===== config.mk =====
export PLATFORM = sky130hd
export DESIGN_NAME = halton_sample_generator
export DESIGN_NICKNAME = d
export VERILOG_FILES = /design/src/hdl/hsg_pkg.sv /design/src/hdl/halton_sample_generator.sv /design/src/hdl/hsg_digit_ctr.sv /design/src/hdl/hsg_serial_div.sv
export VERILOG_INCLUDE_DIRS = /design/src /design/src/hdl
export SDC_FILE = /design/constraint.sdc
export NUM_CORES = 1
export LEC_CHECK = 0
export BUFFER_PORTS_ARGS = -buffer_cell sky130_fd_sc_hd__clkbuf_2
export CAP_MARGIN = 10
export CORE_MARGIN = 1
export CORE_UTILIZATION = 35
export DETAILED_ROUTE_END_ITERATION = 7
export HOLD_SLACK_MARGIN = 0.05
export SLEW_MARGIN = 20
export SYNTH_ARGS = -nofsm -noshare
export SYNTH_HDL_FRONTEND = slang
export SYNTH_SLANG_ARGS = --single-unit

===== constraint.sdc =====
create_clock -name clk -period 10.4 [get_ports clk]
set_clock_uncertainty 0.1 [all_clocks]
set_input_delay 3.12 -clock clk [delete_from_list [all_inputs] [get_ports clk]]
set_output_delay 3.12 -clock clk [all_outputs]
set_load 0.01 [all_outputs]

===== src/hdl/halton_sample_generator_defines.svh =====
// ----------------------------------------------------------------------------
// Halton sample generator assertion macros
// Shared concurrent assertion forms used by the generator RTL.
// ----------------------------------------------------------------------------
`ifndef HALTON_SAMPLE_GENERATOR_DEFINES_SVH
`define HALTON_SAMPLE_GENERATOR_DEFINES_SVH

// Same-cycle implication, checked outside reset
`define HSG_ASSERT_NOW(label, clk, rst_n, ante, cons, msg) \
	label: assert property (@(posedge clk) disable iff (!rst_n) (ante) |-> (cons)) \
		else $error(msg);

// Next-cycle implication, checked outside reset
`define HSG_ASSERT_NEXT(label, clk, rst_n, ante, cons, msg) \
	label: assert property (@(posedge clk) disable iff (!rst_n) (ante) |=> (cons)) \
		else $error(msg);

`endif


===== src/hdl/hsg_pkg.sv =====
`timescale 1ns / 1ps
// ----------------------------------------------------------------------------
// Halton sample generator package
// Transaction types, control groups and elaboration helpers.
// ----------------------------------------------------------------------------
package hsg_pkg;

	localparam int MAX_SAMPLES_DEF = 64;
	localparam int FRAC_BITS_DEF   = 16;
	localparam int COORD_BITS_DEF  = 14;

	localparam int PIX_W = 14;
	localparam int CNT_W = 7;
	localparam int OUT_W = 30;

	typedef struct packed {
		logic [PIX_W-1:0] pixel_x;
		logic [PIX_W-1:0] pixel_y;
		logic [CNT_W-1:0] sample_count;
	} req_t;

	typedef struct packed {
		logic [OUT_W-1:0] sample_x;
		logic [OUT_W-1:0] sample_y;
		logic             last;
	} smp_t;

	typedef struct packed {
		logic load;
		logic step;
	} div_ctl_t;

	typedef struct packed {
		logic clear;
		logic inc;
	} cnt_ctl_t;

	// Number of base-3 digits needed to hold values up to v
	function automatic int base3_digits(input int v);
		int r;
		int p;
		r = 0;
		p = 1;
		while (p <= v) begin
			p = p * 3;
			r = r + 1;
		end
		return r;
	endfunction

	function automatic int pow3(input int e);
		int p;
		p = 1;
		for (int k = 0; k < e; k++) begin
			p = p * 3;
		end
		return p;
	endfunction

endpackage


===== src/hdl/halton_sample_generator.sv =====
`timescale 1ns / 1ps
// ----------------------------------------------------------------------------
// Halton sample generator (bases 2 and 3)
// Emits sample_count points per request, capped at MAX_SAMPLES, at the pixel
// plus the radical inverses of the indices 1..n, in unsigned fixed point.
// ----------------------------------------------------------------------------
//  channel   | ports                  | handshake
//  ----------+------------------------+------------------------------------
//  request   | start, busy, req       | taken when start && !busy
//  sample    | sample_valid, sample   | one-cycle strobe, no back-pressure
//
//  For each sample the fraction unit makes one bit per cycle in the divide
//  state, then a handoff state strobes the sample and reloads the unit.
//  A request with n > 0 holds busy through the load state and every sample;
//  a count of zero is taken without raising busy.
//  The final strobe shows in the first cycle busy is low again.
//  arst_n clears the sequencer and the strobe; payload holds no reset.
// ----------------------------------------------------------------------------
`include "halton_sample_generator_defines.svh"

module halton_sample_generator #(
	parameter int MAX_SAMPLES = hsg_pkg::MAX_SAMPLES_DEF,
	parameter int FRAC_BITS   = hsg_pkg::FRAC_BITS_DEF,
	parameter int COORD_BITS  = hsg_pkg::COORD_BITS_DEF
) (
	input  logic          clk,
	input  logic          arst_n,
	input  logic          start,
	output logic          busy,
	input  hsg_pkg::req_t req,
	output logic          sample_valid,
	output hsg_pkg::smp_t sample
);

	localparam int PW     = hsg_pkg::PIX_W;
	localparam int CW     = hsg_pkg::CNT_W;
	localparam int OW     = hsg_pkg::OUT_W;
	localparam int ND3    = hsg_pkg::base3_digits(MAX_SAMPLES);
	localparam int DEN_W  = $clog2(hsg_pkg::pow3(ND3) + 1);
	localparam int IDX_W  = $clog2(MAX_SAMPLES + 1);
	localparam int STEP_W = $clog2(FRAC_BITS);

	localparam logic [PW-1:0]     CMASK     = PW'((64'd1 << COORD_BITS) - 64'd1);
	localparam logic [CW-1:0]     MAX_CNT   = CW'(MAX_SAMPLES);
	localparam logic [STEP_W-1:0] STEP_LAST = STEP_W'(FRAC_BITS - 1);

	typedef enum logic [3:0] {
		ST_IDLE = 4'b0001,
		ST_LOAD = 4'b0010,
		ST_DIV  = 4'b0100,
		ST_FIN  = 4'b1000
	} state_t;

	state_t              state_q;
	logic [PW-1:0]       px_q;
	logic [PW-1:0]       py_q;
	logic [IDX_W-1:0]    n_q;
	logic [IDX_W-1:0]    idx_q;
	logic [STEP_W-1:0]   step_q;
	logic                last_q;
	logic                valid_q;
	hsg_pkg::smp_t       sample_q;

	logic                accept;
	logic [IDX_W-1:0]    n_sat;
	logic                step_end;
	hsg_pkg::div_ctl_t   div_ctl;
	hsg_pkg::cnt_ctl_t   cnt_ctl;
	logic [DEN_W-1:0]    num;
	logic [DEN_W-1:0]    den;
	logic [FRAC_BITS-1:0] frac2;
	logic [FRAC_BITS-1:0] frac3;
	logic [63:0]         wide_x;
	logic [63:0]         wide_y;

	assign busy     = (state_q != ST_IDLE);
	assign accept   = start && !busy;
	assign n_sat    = (req.sample_count > MAX_CNT) ? IDX_W'(MAX_CNT) : IDX_W'(req.sample_count);
	assign step_end = (state_q == ST_DIV) && (step_q == STEP_LAST);

	assign cnt_ctl.clear = accept && (n_sat != '0);
	assign cnt_ctl.inc   = step_end && (idx_q != n_q);
	assign div_ctl.load  = (state_q == ST_LOAD) || ((state_q == ST_FIN) && !last_q);
	assign div_ctl.step  = (state_q == ST_DIV);

	hsg_digit_ctr #(
		.MAX_SAMPLES(MAX_SAMPLES),
		.DEN_W      (DEN_W)
	) u_digit_ctr (
		.clk   (clk),
		.arst_n(arst_n),
		.ctl   (cnt_ctl),
		.num   (num),
		.den   (den)
	);

	hsg_serial_div #(
		.FRAC_BITS(FRAC_BITS),
		.DEN_W    (DEN_W),
		.IDX_W    (IDX_W)
	) u_serial_div (
		.clk  (clk),
		.ctl  (div_ctl),
		.num  (num),
		.den  (den),
		.idx  (idx_q),
		.frac2(frac2),
		.frac3(frac3)
	);

	always_ff @(posedge clk or negedge arst_n) begin
		if (!arst_n) begin
			state_q <= ST_IDLE;
			step_q  <= '0;
			last_q  <= 1'b0;
		end else begin
			unique case (state_q)
				ST_IDLE: begin
					if (accept && (n_sat != '0)) begin
						state_q <= ST_LOAD;
					end
				end
				ST_LOAD: begin
					step_q  <= '0;
					state_q <= ST_DIV;
				end
				ST_DIV: begin
					step_q <= step_q + STEP_W'(1);
					if (step_end) begin
						last_q  <= (idx_q == n_q);
						state_q <= ST_FIN;
					end
				end
				ST_FIN: begin
					step_q  <= '0;
					state_q <= last_q ? ST_IDLE : ST_DIV;
				end
				default: begin
					state_q <= ST_IDLE;
				end
			endcase
		end
	end

	// Request fields and index
	always_ff @(posedge clk) begin
		if (accept) begin
			px_q  <= req.pixel_x & CMASK;
			py_q  <= req.pixel_y & CMASK;
			n_q   <= n_sat;
			idx_q <= IDX_W'(1);
		end else if (cnt_ctl.inc) begin
			idx_q <= idx_q + IDX_W'(1);
		end
	end

	// Fraction is below one, so the add reduces to placing it under the pixel
	assign wide_x = (64'(px_q) << FRAC_BITS) | 64'(frac2);
	assign wide_y = (64'(py_q) << FRAC_BITS) | 64'(frac3);

	always_ff @(posedge clk or negedge arst_n) begin
		if (!arst_n) begin
			valid_q <= 1'b0;
		end else begin
			valid_q <= (state_q == ST_FIN);
		end
	end

	always_ff @(posedge clk) begin
		if (state_q == ST_FIN) begin
			sample_q.sample_x <= wide_x[OW-1:0];
			sample_q.sample_y <= wide_y[OW-1:0];
			sample_q.last     <= last_q;
		end
	end

	assign sample_valid = valid_q;
	assign sample       = sample_q;

	`HSG_ASSERT_NEXT(a_fin_strobes, clk, arst_n, state_q == ST_FIN, sample_valid,
		"handoff state did not produce a sample strobe")
	`HSG_ASSERT_NOW(a_strobe_from_fin, clk, arst_n, sample_valid, $past(state_q == ST_FIN),
		"sample strobe without a preceding handoff")
	`HSG_ASSERT_NOW(a_last_frees, clk, arst_n, sample_valid && sample.last,
		state_q == ST_IDLE, "final sample shown while still busy")
	`HSG_ASSERT_NOW(a_idx_range, clk, arst_n, state_q != ST_IDLE,
		(idx_q != '0) && (idx_q <= n_q), "sample index left 1..n during a request")

endmodule


===== src/hdl/hsg_digit_ctr.sv =====
`timescale 1ns / 1ps
// ----------------------------------------------------------------------------
// Base-3 index counter
// Holds the sample index as base-3 digits and presents the digit-reversed
// numerator and the power-of-three denominator of its radical inverse.
// ----------------------------------------------------------------------------
module hsg_digit_ctr #(
	parameter int MAX_SAMPLES = hsg_pkg::MAX_SAMPLES_DEF,
	parameter int DEN_W       = $clog2(hsg_pkg::pow3(hsg_pkg::base3_digits(MAX_SAMPLES)) + 1)
) (
	input  logic                    clk,
	input  logic                    arst_n,
	input  hsg_pkg::cnt_ctl_t       ctl,
	output logic [DEN_W-1:0]        num,
	output logic [DEN_W-1:0]        den
);

	localparam int ND3 = hsg_pkg::base3_digits(MAX_SAMPLES);

	logic [1:0]     dig_q [ND3];
	logic [1:0]     dig_d [ND3];
	logic [ND3-1:0] act;

	// Ripple a +1 through the digits
	always_comb begin
		logic carry;
		carry = 1'b1;
		for (int k = 0; k < ND3; k++) begin
			dig_d[k] = dig_q[k];
			if (carry) begin
				if (dig_q[k] == 2'd2) begin
					dig_d[k] = 2'd0;
				end else begin
					dig_d[k] = dig_q[k] + 2'd1;
					carry    = 1'b0;
				end
			end
		end
	end

	always_ff @(posedge clk or negedge arst_n) begin
		if (!arst_n) begin
			for (int k = 0; k < ND3; k++) begin
				dig_q[k] <= 2'd0;
			end
		end else if (ctl.clear) begin
			for (int k = 0; k < ND3; k++) begin
				dig_q[k] <= (k == 0) ? 2'd1 : 2'd0;
			end
		end else if (ctl.inc) begin
			for (int k = 0; k < ND3; k++) begin
				dig_q[k] <= dig_d[k];
			end
		end
	end

	// Mark digits at or below the leading nonzero one
	always_comb begin
		logic seen;
		seen = 1'b0;
		for (int k = ND3 - 1; k >= 0; k--) begin
			seen   = seen | (dig_q[k] != 2'd0);
			act[k] = seen;
		end
	end

	// Reverse the digits into the numerator, scale the denominator to match
	always_comb begin
		num = '0;
		den = DEN_W'(1);
		for (int k = 0; k < ND3; k++) begin
			if (act[k]) begin
				num = DEN_W'({num, 1'b0}) + num + DEN_W'(dig_q[k]);
				den = DEN_W'({den, 1'b0}) + den;
			end
		end
	end

endmodule


===== src/hdl/hsg_serial_div.sv =====
`timescale 1ns / 1ps
// ----------------------------------------------------------------------------
// Bit-serial fraction unit
// Produces one fraction bit per step for both axes: a restoring divider for
// the base-3 inverse and a bit-reversing shifter for the base-2 inverse.
// ----------------------------------------------------------------------------
module hsg_serial_div #(
	parameter int FRAC_BITS = hsg_pkg::FRAC_BITS_DEF,
	parameter int DEN_W     = 7,
	parameter int IDX_W     = 7
) (
	input  logic                 clk,
	input  hsg_pkg::div_ctl_t    ctl,
	input  logic [DEN_W-1:0]     num,
	input  logic [DEN_W-1:0]     den,
	input  logic [IDX_W-1:0]     idx,
	output logic [FRAC_BITS-1:0] frac2,
	output logic [FRAC_BITS-1:0] frac3
);

	logic [DEN_W-1:0]     rem_q;
	logic [DEN_W-1:0]     den_q;
	logic [IDX_W-1:0]     bits_q;
	logic [FRAC_BITS-1:0] quo_q;
	logic [FRAC_BITS-1:0] rev_q;

	logic [DEN_W:0]   twice;
	logic [DEN_W:0]   diff;
	logic             ge;
	logic [DEN_W-1:0] rem_d;

	assign twice = {rem_q, 1'b0};
	assign diff  = twice - {1'b0, den_q};
	assign ge    = (twice >= {1'b0, den_q});
	assign rem_d = ge ? diff[DEN_W-1:0] : twice[DEN_W-1:0];

	always_ff @(posedge clk) begin
		if (ctl.load) begin
			rem_q  <= num;
			den_q  <= den;
			bits_q <= idx;
			quo_q  <= '0;
			rev_q  <= '0;
		end else if (ctl.step) begin
			rem_q  <= rem_d;
			quo_q  <= {quo_q[FRAC_BITS-2:0], ge};
			// index bits leave LSB first and land MSB first
			rev_q  <= {rev_q[FRAC_BITS-2:0], bits_q[0]};
			bits_q <= bits_q >> 1;
		end
	end

	assign frac2 = rev_q;
	assign frac3 = quo_q;

endmodule


# After elaboration in Yosys (flattened, before gate mapping)
# Index checks and enable logic that the tools add are counted.
# W data, S select, Z words.
dict set report totals {
  wordCells 115
  out_inout_bits 63
  ff_bits 174
}
dict set report op_classes {
  addsub 16
  muxes 33
  n_eq_ne 14
  order_cmp 2
  bitwise 5
  reduce_logical 25
}
# operator count
set op_table {}
lappend op_table {{$mux W7} 12}
lappend op_table {{$or A30 B16 Y30} 2}
lappend op_table {{$add A7 B7 Y7} 4}
lappend op_table {{$add A7 B2 Y7} 3}
lappend op_table {{$reduce_bool A2 Y1} 10}
lappend op_table {{$mux W2} 9}
lappend op_table {{$mux W8} 2}
lappend op_table {{$pmux W4 S4} 1}
lappend op_table {{$reduce_and A2 Y1} 5}
lappend op_table {{$add A2 B1 Y2 const B} 4}
lappend op_table {{$add A3 B2 Y4} 2}
lappend op_table {{$eq A2 B2 Y1 const B} 4}
lappend op_table {{$eq A4 B4 Y1 const B} 2}
lappend op_table {{$ge A8 B7 Y1} 1}
lappend op_table {{$mux W4} 2}
lappend op_table {{$pmux W4 S2} 1}
lappend op_table {{$add A7 B1 Y7 const B} 1}
lappend op_table {{$eq A7 B7 Y1} 1}
lappend op_table {{$gt A7 B7 Y1 const B} 1}
lappend op_table {{$ne A7 B7 Y1} 1}
lappend op_table {{$reduce_bool A7 Y1} 1}
lappend op_table {{$sub A7 B7 Y7} 1}
lappend op_table {{$logic_and A1 B1 Y1} 5}
lappend op_table {{$mux W1} 5}
lappend op_table {{11 further kinds} 15}

# Depth between registers and ports, before layout
dict set report depth {
  word_depth 15
  depth_mapped 21
  ltp_nobuf 21
}

# Modules after synthesis
# Synthesis repeated with hierarchy kept, for this count alone.
dict set report unflattened {
  hier_cells 568
  hier_area_um2 7519.7
}
# module instances area_each_um2 seq_area_each_um2 cells_each
set by_module_without_submodules {}
lappend by_module_without_submodules {halton_sample_generator 1 3876.2 3274.4 204}
lappend by_module_without_submodules {hsg_serial_div 1 2384.8 1271.2 209}
lappend by_module_without_submodules {hsg_digit_ctr 1 1258.7 200.2 155}

# Worst setup path after synthesis
# Ideal clock, no wire load.
dict set report synth_path {
  path_kind {reg2reg}
  startpoint {register state_q[0]}
  endpoint {register valid_q (netlist: sample_valid)}
  setup_ns 0.720
  path_slack_ns 3.201
  arrival_time_ns 6.379
  synth_period_minus_slack_ns 7.199
  required_ns 9.580
  path_stages_with_launch 2
  path_buffers 0
  cell_sequence {dfstp_2 nor4_1}
}
dict set report synth_via {
  elab_chain_len 1
}
# element line_no
set synth_lines {}
lappend synth_lines {{start: declaration} halton_sample_generator.sv:54} ;# state_t state_q;
lappend synth_lines {{start signal: assignment} halton_sample_generator.sv:136} ;# state_q <= last_q ? ST_IDLE : ST_DIV;
lappend synth_lines {{$eq A4 B4 Y1} halton_sample_generator.sv:165} ;# valid_q <= (state_q == ST_FIN);
lappend synth_lines {{end signal: assignment} halton_sample_generator.sv:165}
lappend synth_lines {{end: declaration} halton_sample_generator.sv:61} ;# logic valid_q;
# No other way between the ends.
# A chain may end at the register's enable or synchronous reset.

# Final worst setup path
dict set report layout_path {
  startpoint {register u_digit_ctr.dig_q[0] in the netlist's numbering}
  endpoint {register u_serial_div.rem_q[6], data pin}
}
dict set report layout_via {
  elab_chain_len 15
}
# element line_no
set layout_lines {}
lappend layout_lines {{start: declaration} hsg_digit_ctr.sv:20} ;# logic [1:0] dig_q [ND3];
lappend layout_lines {{start signal: indexed assignment} hsg_digit_ctr.sv:48} ;# dig_q[k] <= (k == 0) ? 2'd1 : 2'd0;
lappend layout_lines {{start signal: indexed assignment} hsg_digit_ctr.sv:52} ;# dig_q[k] <= dig_d[k];
lappend layout_lines {{$reduce_bool A2 Y1} hsg_digit_ctr.sv:62} ;# seen = seen | (dig_q[k] != 2'd0);
lappend layout_lines {{$or A1 B1 Y1 (3 in a row)} hsg_digit_ctr.sv:62}
lappend layout_lines {{$mux W2} hsg_digit_ctr.sv:72} ;# if (act[k]) begin
lappend layout_lines {{$add A3 B2 Y4} hsg_digit_ctr.sv:73} ;# num = DEN_W'({num, 1'b0}) + num + DEN_W'(dig_q[k]);
lappend layout_lines {{$add A7 B2 Y7} hsg_digit_ctr.sv:73}
lappend layout_lines {{$mux W7} hsg_digit_ctr.sv:72}
lappend layout_lines {{$add A7 B7 Y7} hsg_digit_ctr.sv:73}
lappend layout_lines {{$add A7 B2 Y7} hsg_digit_ctr.sv:73}
lappend layout_lines {{$mux W7} hsg_digit_ctr.sv:72}
lappend layout_lines {{$add A7 B7 Y7} hsg_digit_ctr.sv:73}
lappend layout_lines {{$add A7 B2 Y7} hsg_digit_ctr.sv:73}
lappend layout_lines {{$mux W7 *} hsg_digit_ctr.sv:72}
lappend layout_lines {{$mux W7 *} hsg_serial_div.sv:38} ;# if (ctl.load) begin
lappend layout_lines {{end signal: assignment} hsg_serial_div.sv:39} ;# rem_q <= num;
lappend layout_lines {{end signal: assignment} hsg_serial_div.sv:45} ;# rem_q <= rem_d;
lappend layout_lines {{end: declaration} hsg_serial_div.sv:21} ;# logic [DEN_W-1:0] rem_q;
# Mark *: on every way between the ends. The rest lies on a longest branch, timed or not.

==> results.md <==
- Number of synthesized flops with an enable pin: between 100 and 150
- Crit-path leading delay family: adder cells
- Clk sinks: 172
- RSZ-0062 raised after global routing: false
- #FFs+latches synth: 172
- DP HPWL: ~9.0 mm
- Cell variety after synth: 60
- Required @ worst endpoint: around 10000 ps
- Vias in the first global route: roughly 4400
- Most instantiated library cell after synthesis: edfxtp_1
- Initial antenna violation count: 0
- TNS Setup: 0 ps
- Rows: between 50 and 60
- DP Area: 7970 sq um
- Sw Share: about a quarter
- Total CTS buffers: 17
- Status: finished clean
- DR DRC count: 0
- Mapped Cells: just under 600
- Avg Cell Area, Syn: 12.4 sq um
- Hold_buf cts: 0
- Worst EP arrival: roughly 5500 ps
- Synth area leaders: edfxtp_1 48%, dfxtp_1 11%, dfrtp_1 5.9%
- Avg WL per Cell: 13.2 um
- Skew-Pair Late Insertion Delay: 420 ps
- Pint: 1210 uW
- Initial Util: between 30% and 40%
- MaxCap Viol Count: 0
- CP Max Fanout: 10
- Total wire length: roughly 13 mm
- Die Y: ~150 um
- Worst slew pin tran: ~860 ps
- Crit Path Class: reg2reg
- Gr usage total: between 10% and 20%
- Cell accounting for the most synthesized area: edfxtp_1
- Psw: 411 uW
- Period utilization: between 50% and 60%
- PwrDens: roughly 190 nW/um^2
- Leakage dissipation: between 0.003 and 0.004 uW
- DR vias/cell: approximately 4.7
- Clock network fraction of design power: a little over a third
- Post_cts resized: 0
- Dpl cells: 930
- Tmin final: around 5400 ps
- Mapped Nets: around 660
- PortBufs: 100
- Final instance area: approximately 8500 sq um
- CORE AREA: roughly 20000 sq um
- Post-synth top area share: 48.2%
- Fin cells: 962
- Synth warnings: 0
- CP max stage delay: 550 ps
- FILL cells: approximately 1900
- Critical path cell sequence: nor4_4 -> inv_2 -> nor3_2 -> a31oi_1 -> fa_1 -> inv_1 -> ha_1 -> fa_1 -> xor2_1 -> nor2_1 -> a21oi_1 -> ha_1 -> ha_1 -> nand3_1 -> o211ai_1 -> nor3_1 -> a221oi_1 -> o21a_1 -> a21oi_1
- Initial DRC Count: ~250
- Final ANT Viol Nets: 0
- Async set-reset flop share out of synthesis: 10.5%
- Fin. Hold Viols: 0
- Slew Viols, Final: 0
- Clock buffer depth: 2
- Largest net degree at the start of global routing: 37
- IO Pins: 101
- CP max stage cell: nor4_4
- Via count: about 4500
- Part of the power in registers: ~53%
- CTS root buf: clkbuf_16
- CTS tree: done
- Worst min-delay path class: reg2reg
- Worst setup startpoint: u_digit_ctr.dig_q[0]
- Hold Crit Start: py_q[8]
- Setup crit end kind: register
- GRT overflow: 0
- Peak VDD IR: 106 uV
- Post-synthesis sequential area ratio: 65.3%
- Post-Syn Area: 7170 sq um
- Worst r2r src: u_digit_ctr.dig_q[0]
- 1st-pass router iterations: 4
- Commonest register cell after synthesis: edfxtp_1
- Layout cell share with drive strength beyond 1: 21.2%
- Clock-pin slew on the worst setup and hold paths: 70 ps
- Setup crit start kind: register
- Cell mode on critical path: ha_1
- H-tree depth: 4
- Die Width: between 100 and 150 um
- Top post-synthesis cells by count: 115 x edfxtp_1, 107 x nand2_1, 54 x a21oi_1, 39 x dfxtp_1, 33 x ha_1
- Area growth from synthesis to layout: 18.8%
- Buf+Inv Stages, Crit Path: 2
- First-pass GRT wire length: roughly 22 mm
- Fmax: approximately 190 MHz
- Total chip power: between 1500 and 2000 uW
- Final setup violating endpoints: 0
- Die ar.: ~21000 sq um
- RePlAce Congestion: 0.733
- Antenna fix cells: 0
- Comb power frac: between 10% and 20%
- Setup Fix Bufs, Post-CTS: 0
- Slew HR: 42.5%
- NumNets Final: 760
-- through the flow --
step	hold WS [ps]	utilization, %	worst slack (ps)
after global routing	321	43.1	4640
after global placement	301	40.3	5220
after detailed placement	305	40.3	5000
after floorplan	300	-	3200
after CTS	316	43.1	4990
final	313	43.1	5020
-- flip-flops by register name (all words and copies together) (netlist names), named ones only --
signal,flops
idx_q,7
last_q,1
n_q,7
px_q,14
py_q,14
sample,61
sample_valid,1
state_q,4
step_q,4
u_digit_ctr.dig_q,8
u_serial_div.bits_q,7
u_serial_div.den_q,4
u_serial_div.frac2,16
u_serial_div.frac3,16
u_serial_div.rem_q,7
-- area by class of cell --
type                       count  area (sq um)  share of cell area (%)
sequential                   172          4690                    55.0
multi-input combinational    357          2290                    26.9
timing repair buffer         106           546                    6.41
clock buffer                  21           460                    5.41
tap                          265           332                    3.89
inverter                      30           113                    1.32
clock inverter                11          86.3                    1.01
-- cell families after synthesis --
group	count (synthesis)	synth area share [%]
XOR/XNOR	20	2.44
AO/OA/AOI/OAI	102	8.62
other	1	0.0523
multiplexers	9	1.29
buffers and inverters	51	2.86
adder cells (fa/ha/maj)	38	7.15
flip-flops	172	65.3
AND/OR/NAND/NOR	187	12.2
-- power groups by stage --
stage | Clock (uW) | Combinational (uW) | Sequential [uW]
2_1_floorplan | 0 | 141 | 854
3_3_place_gp | 0 | 184 | 862
3_5_place_dp | 0 | 192 | 866
4_1_cts | 595 | 192 | 852
5_1_grt | 623 | 213 | 859
6_report | 580 | 188 | 852
-- layer usage --
| metal | vias up | global-route usage, % | routed length (um) |
|---|---|---|---|
| met1 | 2145 | 16.0 | 5850 |
| met3 | 14 | 3.90 | 457 |
| li1 | 2262 | - | - |
| met2 | 82 | 20.6 | 6220 |
| met4 | 0 | 4.42 | 191 |
| met5 | - | 0 | 0 |
-- layout by cell type (no fill, tap or decap), types with 5 or more instances in the layout --
cell	n
dfrtp_1	17
dfxtp_1	39
ha_1	33
nor3_1	8
clkbuf_2	100
a21o_1	5
xor2_1	7
nor2b_1	6
buf_4	6
a21oi_1	54
nand3_1	11
xnor2_1	13
nor2_1	27
fa_1	5
clkbuf_16	17
nand2_1	107
inv_1	29
edfxtp_1	115
mux2i_1	7
o21ai_0	14
-- final timing paths --
path | depth (start not counted) | end | slack, ps
min | 0 | sample[25] | 310
max reg2reg | 19 | u_serial_div.rem_q[6] | 5020
min in group asynchronous | 1 | u_digit_ctr.dig_q[7] | 2540
max | 19 | u_serial_div.rem_q[6] | 5020
max in group asynchronous | 1 | state_q[0] | 7320
min reg2reg | 0 | sample[25] | 310
Note: power is estimated with default switching activity, not from simulation.
